--- src/rtl/msrb_pkg.sv ---
// ----------------------------------------------------------------------------
// msrb_pkg
// Shared constants, field layout and command/result types of the multichannel
// sample ring buffer.
// ----------------------------------------------------------------------------
`default_nettype none

package msrb_pkg;

    localparam int CHANNELS   = 8;
    localparam int CH_W       = $clog2(CHANNELS);
    localparam int RING_DEPTH = 256;
    localparam int SLOT_W     = $clog2(RING_DEPTH);
    localparam int CAP_W      = SLOT_W + 1;
    localparam int ADDR_W     = CH_W + SLOT_W;
    localparam int READ_MAX   = 64;

    localparam int CHAN_W  = 4;
    localparam int USED_W  = 4;
    localparam int SEQ_W   = 64;
    localparam int STAMP_W = 64;
    localparam int VAL_W   = 32;
    localparam int CNT_W   = 7;

    localparam int CFG_W     = 9;
    localparam int CFG_IDX_W = 1;
    localparam logic [CFG_IDX_W-1:0] REG_CAPACITY = 1'b0;
    localparam logic [CFG_IDX_W-1:0] REG_CHANNELS = 1'b1;
    localparam logic [CAP_W-1:0]     CAP_RESET    = CAP_W'(RING_DEPTH);

    localparam logic REQ_PUSH = 1'b0;
    localparam logic REQ_READ = 1'b1;

    // input beat layout
    localparam int S_CHAN_LSB  = 0;
    localparam int S_STAMP_LSB = S_CHAN_LSB + CHAN_W;
    localparam int S_VAL_LSB   = S_STAMP_LSB + STAMP_W;
    localparam int S_LIM_LSB   = S_VAL_LSB + VAL_W;
    localparam int S_CUR_LSB   = S_LIM_LSB + CNT_W;
    localparam int S_USED_W    = S_CUR_LSB + SEQ_W;
    localparam int S_TDATA_W   = ((S_USED_W + 7) / 8) * 8;
    localparam int S_TUSER_W   = 1;

    // result beat layout
    localparam int M_SEQ_LSB   = 0;
    localparam int M_STAMP_LSB = M_SEQ_LSB + SEQ_W;
    localparam int M_VAL_LSB   = M_STAMP_LSB + STAMP_W;
    localparam int M_CNT_LSB   = M_VAL_LSB + VAL_W;
    localparam int M_CUR_LSB   = M_CNT_LSB + CNT_W;
    localparam int M_USED_W    = M_CUR_LSB + SEQ_W;
    localparam int M_TDATA_W   = ((M_USED_W + 7) / 8) * 8;
    localparam int M_TUSER_W   = 2;
    localparam int M_MOVED_BIT   = 0;
    localparam int M_CARRIES_BIT = 1;

    // remainder unit
    localparam int MOD_DIGIT_W = 8;
    localparam int MOD_STEPS   = SEQ_W / MOD_DIGIT_W;
    localparam int MOD_CNT_W   = $clog2(MOD_STEPS);

    // command queue
    localparam int QUEUE_DEPTH = 4;
    localparam int Q_PTR_W     = $clog2(QUEUE_DEPTH);

    typedef enum logic [1:0] {
        CMD_PUSH  = 2'd0,
        CMD_READ  = 2'd1,
        CMD_EMPTY = 2'd2
    } cmd_kind_t;

    typedef struct packed {
        cmd_kind_t                  kind;
        logic                       wr;
        logic [CH_W-1:0]            chan;
        logic [SLOT_W-1:0]          slot;
        logic [SEQ_W-1:0]           seq;
        logic signed [STAMP_W-1:0]  stamp;
        logic [VAL_W-1:0]           value;
        logic [CNT_W-1:0]           count;
        logic [SEQ_W-1:0]           cursor;
    } cmd_t;

    typedef struct packed {
        logic [SEQ_W-1:0]           seq;
        logic signed [STAMP_W-1:0]  stamp;
        logic [VAL_W-1:0]           value;
        logic [CNT_W-1:0]           count;
        logic [SEQ_W-1:0]           cursor;
        logic                       moved;
        logic                       carries;
        logic                       last;
    } res_t;

endpackage

`default_nettype wire

--- src/rtl/msrb_fifo.sv ---
// ----------------------------------------------------------------------------
// msrb_fifo
// Short command queue between the request front and the sample back end.
// ----------------------------------------------------------------------------
`default_nettype none

module msrb_fifo (
    input  wire logic               aclk,
    input  wire logic               aresetn,
    input  wire logic               in_valid,
    output logic                    in_ready,
    input  wire msrb_pkg::cmd_t     in_cmd,
    output logic                    out_valid,
    input  wire logic               out_ready,
    output msrb_pkg::cmd_t          out_cmd
);

    msrb_pkg::cmd_t                 entry_reg [msrb_pkg::QUEUE_DEPTH];
    logic [msrb_pkg::Q_PTR_W-1:0]   wr_ptr_reg;
    logic [msrb_pkg::Q_PTR_W-1:0]   rd_ptr_reg;
    logic [msrb_pkg::Q_PTR_W:0]     cnt_reg, cnt_next;
    logic                           push;
    logic                           pop;

    assign in_ready  = cnt_reg != (msrb_pkg::Q_PTR_W + 1)'(msrb_pkg::QUEUE_DEPTH);
    assign out_valid = cnt_reg != '0;
    assign out_cmd   = entry_reg[rd_ptr_reg];
    assign push      = in_valid && in_ready;
    assign pop       = out_valid && out_ready;

    always_comb begin
        cnt_next = cnt_reg;
        if (push && !pop) begin
            cnt_next = cnt_reg + 1'b1;
        end else if (pop && !push) begin
            cnt_next = cnt_reg - 1'b1;
        end
    end

    always_ff @(posedge aclk) begin
        if (!aresetn) begin
            wr_ptr_reg <= '0;
            rd_ptr_reg <= '0;
            cnt_reg    <= '0;
        end else begin
            cnt_reg <= cnt_next;
            if (push) begin
                wr_ptr_reg <= wr_ptr_reg + 1'b1;
            end
            if (pop) begin
                rd_ptr_reg <= rd_ptr_reg + 1'b1;
            end
        end
    end

    always_ff @(posedge aclk) begin
        if (push) begin
            entry_reg[wr_ptr_reg] <= in_cmd;
        end
    end

endmodule

`default_nettype wire

--- config.mk ---
export PLATFORM = sky130hd
export DESIGN_NAME = msrb_fifo
export DESIGN_NICKNAME = d
export VERILOG_FILES = /design/src/rtl/msrb_pkg.sv /design/src/rtl/msrb_fifo.sv
export SDC_FILE = /design/constraint.sdc
export NUM_CORES = 1
export LEC_CHECK = 0
export BUFFER_PORTS_ARGS = -buffer_cell sky130_fd_sc_hd__buf_2
export CORE_MARGIN = 2
export CORE_UTILIZATION = 50
export DETAILED_ROUTE_END_ITERATION = 10
export PLACE_DENSITY = 0.71
export SYNTH_ARGS = -nofsm -noshare
export SYNTH_HDL_FRONTEND = slang
export SYNTH_SLANG_ARGS = --single-unit
--- constraint.sdc ---
create_clock -name aclk -period 8.2 [get_ports aclk]
set_clock_uncertainty 0.15 [all_clocks]
set_input_delay 0.41 -clock aclk [delete_from_list [all_inputs] [get_ports aclk]]
set_output_delay 0.41 -clock aclk [all_outputs]
set_load 0.05 [all_outputs]
# Word level (Yosys, flattened, before mapping)

Memory sizes are Yosys's and may differ from the RTL's. A register that Yosys moved wholly into a read port is not among the register bits.
Index checks and enable logic that the tools add are counted.

Muxes and demuxes: 6
Eq/ne operators: 1
Bitwise operators: 0
$lt $le $gt $ge: 0
Reduce and logical (&&, ||, !) cells: 8
$add $sub $neg: 4
Multiply operators: 0
Shift-type cells: 0
Div/mod/pow operators: 0

Operator list:

| cell                                              | count |
|---|---|
| two-way mux 3 bit                                 | 2 |
| adder 2 x 1 -> 2 bit (second input constant)      | 2 |
| logical AND 1 bit                                 | 4 |
| two-way mux 2 bit                                 | 2 |
| adder 3 x 1 -> 3 bit (second input constant)      | 1 |
| != test 3 bit (second input constant)             | 1 |
| nonzero test 3 bit                                | 1 |
| subtractor 3 x 1 -> 3 bit (second input constant) | 1 |
| zero test 1 bit                                   | 2 |
| two-way mux 1 bit                                 | 2 |
| nonzero test 2 bit                                | 1 |

Bits in latches: 0
Memories kept: 1
Memory bits (writable): 980
Word-level logic and storage cells: 23
Input bits: 249
Flip-flop bits (word level): 7
ROM bits: 0
Output and inout port bits: 247

Memory list:

| name      | words | width | read ports | clocked after Yosys merged registers in | write ports | line            | text |
|---|---|---|---|---|---|---|---|
| entry_reg | 4     | 245   | 1          | 1                                       | 1           | msrb_fifo.sv:18 | `msrb_pkg::cmd_t entry_reg [msrb_pkg::QUEUE_DEPTH];` |

# Depth between registers and ports, before layout

Depth after elaboration: 6
Mapped depth: 8

# Worst setup path before layout

No wires, ideal clock.

Path type: reg-to-reg
Start: register cnt_reg[0] in the netlist's numbering
End: memory entry_reg[0][0] in the netlist's numbering, enable pin
Arrival: 6485 ps
Setup slack: 928 ps
Path buffers: 0
Stages on the path, launching flop included: 4
Cells stage by stage: dfxtp_1 -> nor2_1 -> a21boi_1 -> and2_1

Word-level cells in the longest chain between the ends: 4

RTL lines:

| element                                 | line            | text |
|---|---|---|
| start, declared                         | msrb_fifo.sv:21 | `logic [msrb_pkg::Q_PTR_W:0] cnt_reg, cnt_next;` |
| start signal, assigned                  | msrb_fifo.sv:46 | `cnt_reg <= cnt_next;` |
| != test 3 bit                           | msrb_fifo.sv:25 | `assign in_ready = cnt_reg != (msrb_pkg::Q_PTR_W + 1)'(msrb_pkg::QUEUE_DEPTH);` |
| logical AND 1 bit                       | msrb_fifo.sv:28 | `assign push = in_valid && in_ready;` |
| net push                                | msrb_fifo.sv:22 | `logic push;` |
| two-way mux 1 bit                       | msrb_fifo.sv:57 | `if (push) begin` |
| two-way mux 1 bit (not written as such) | msrb_fifo.sv:58 | `entry_reg[wr_ptr_reg] <= in_cmd;` |
| end, declared                           | msrb_fifo.sv:18 |  |

The timed path passes the listed nets, and every way through them passes these cells.

==> impl_metrics.toml <==
[status]
status = "finished, final reports clean"

[sta]
max_clock_freq_mhz = 256
min_period_ns = 3.91
hold_viol_final = 0
fin_tns_setup_ns = 0
worstMarginPinSlew_ns = 1.36
setup_viol = 0
worst_slack_ns = 4.29
hold_slack_ns = 0.114
rsz0062_at_grt = "no"
slew_headroom_pct = 9.27
fin_crit_sh_pct = 47.7
drv_slew = 0

[pwr]
power_mw = 15.5
p_clk_share_pct = 27.6
p_leak_nw = 15.1
seq_power_share_pct = 40.8
combPwrFrac_pct = 31.6
p_per_area_nw_per_um2 = 346
switching_share_pct = 34.8
ir_drop_mv = 0.284
cell_internal_pwr_mw = 10.1
switchingPower_mw = 5.39

[global_route]
grt_pass1_vias = 18100
antenna_found_initial = 5
grt_first_pass_wirelength_mm = 109
grt_use_total_pct = 19.6
grt_max_degree = 157
grt_overflow = 0

[critical_path]
critPathKind = "flop to output pin"
worst_setup_path_end_kind = "output pin"
r2r_slack_ns = 4.86
start_kind = "flop"
r2r_cells = 4
required_ns = 7.64
arrival_ns = 3.35
r2r_start = "cnt_reg[0]"
path_max_fanout = 48
r2r-end = "entry_reg[1][195]"

[clock_tree]
cts_made_buffers = 98
clock_latency_ns = 0.63
cts.path.max_buffers = 3
cts_tree = "done"
htreeDepth = 3
post_cts_buffers = 0
clock-root-buffer = "clkbuf_16"
clkTransAtPathRegs_ns = 0.06
cts_sinks = 989

[layout]
final_nets = 2381
final_cell_mix = "edfxtp_1 (980), buf_2 (495), dlygate4sd3_1 (246), mux4_2 (245), clkbuf_16 (98)"
drive_gt1_share_pct = 40.4
fin_util_pct = 63.1
postLayoutCellArea_um2 = 44900
stdcell_count = 3158
area_growth_pct = 25.5
largest_reg_flops = 980
final_common_cell = "edfxtp_1"

[yosys]
yosysSeqAreaShare_pct = 82.9
synth_warnings = 0
synth_cell_types = 24
synth.area.top_cells = "edfxtp_1 (82%), mux4_2 (15%), dfxtp_1 (0.50%)"
synth_cells = 1327
synth_nets = 1582
ys_seq_elements = 989
synth_top_area_share_pct = 82.4
syn_area_um2 = 35700
yosysTopAreaCell = "edfxtp_1"
avgSynthCellArea_um2 = 26.9

[die]
die_h_um = 271
io_pins = 496
die_w_um = 271
fp.coreArea_um2 = 71100
start_util_pct = 50.2
die_area_um2 = 73600
fp-row-count = 98

[job]
drv_cap = 0

[drt]
vias_per_cell = 5.40
drtPass1Iterations = 5
wl_mm = 72.3
antenna_left = 0
avgRoutedWirePerCell_um = 22.9
drc = 0
drt_iter0_drc = 1475
vias = 17000

[worst_hold_path]
hold_path.class = "input pin to flop"
hold_end = "rd_ptr_reg[0]"
worst_hold_startpoint = "out_ready"
min_path_cells = 4

[place]
gp_congestion = 0.759
port_buffers = 495
placed_area_um2 = 39300
dp_slack_ns = 4.83
dp_cells = 2730
dp_hpwl_mm = 41.9
layer usage:
metal | wire (um) | GRT usage, % | vias to the layer above
li1 | - | - | 7392
met1 | 28400 | 25.9 | 8897
met2 | 36600 | 32.3 | 622
met3 | 5320 | 4.86 | 123
met4 | 1960 | 6.55 | 6
met5 | 39 | 0 | -
cell families (layout without fill, tap and decap cells):
kind of cell	after synthesis	count (layout)	share of synthesized area [%]
other cells	0	2	0
compound gates	5	5	0.102
simple gates	17	17	0.256
flops	989	989	82.9
fa+ha+maj	6	6	0.231
buf+inv	58	937	0.924
xor+xnor	4	4	0.0981
mux	248	248	15.5
power by group through the flow:
stage               Sequential, mW  Combinational (mW)  Clock [mW]
floorplan                     6.44                3.79           0
global placement              6.40                4.83           0
detailed placement            6.43                4.85           0
CTS                           6.33                4.96        4.38
global route                  6.37                5.10        4.58
finish                        6.32                4.90        4.28
cells in the mapped netlist:
cell / number
a21boi_1: 1
buf_4: 10
o21ai_0: 1
o31ai_1: 1
mux4_2: 245
buf_2: 24
inv_1: 3
or3_1: 2
nor2_1: 1
nand2_1: 5
ha_1: 5
and2_1: 8
o311ai_0: 1
xnor2_1: 3
edfxtp_1: 980
clkbuf_1: 2
buf_1: 13
a21boi_0: 1
fa_1: 1
xor2_1: 1
nor2b_1: 1
buf_6: 6
mux2i_1: 3
dfxtp_1: 9
critical path: stages (launching register included):
cell,delay [ns]
dfxtp_4,0.87
buf_4,0.87
mux4_2,0.63
buf_2,0.24
layout make-up:
cell class | instances | area, um^2
Antenna cell | 2 | 5.00
Clock buffer | 125 | 2590
Clock inverter | 55 | 514
Fill cell | 4723 | 26300
Inverter | 3 | 11.3
Multi-Input combinational cell | 280 | 5800
Sequential cell | 989 | 29600
Tap cell | 950 | 1190
Timing Repair Buffer | 754 | 5120
how the worst max path moves through the flow:
stage / endpoint / slack [ns]
2_1_floorplan: entry_reg[0][0] / 0.93
3_3_place_gp: out_cmd[104] / 4.85
3_5_place_dp: out_cmd[104] / 4.83
4_1_cts: out_cmd[104] / 4.15
5_1_grt: out_cmd[226] / 3.99
6_report: out_cmd[106] / 4.29
timing repair:
item / CTS / global route
endpoints found under the hold margin: 989 / 0
hold buffers: 246 / 0
resized for setup: 0 / 0
Power figures use the tool's default switching activity.
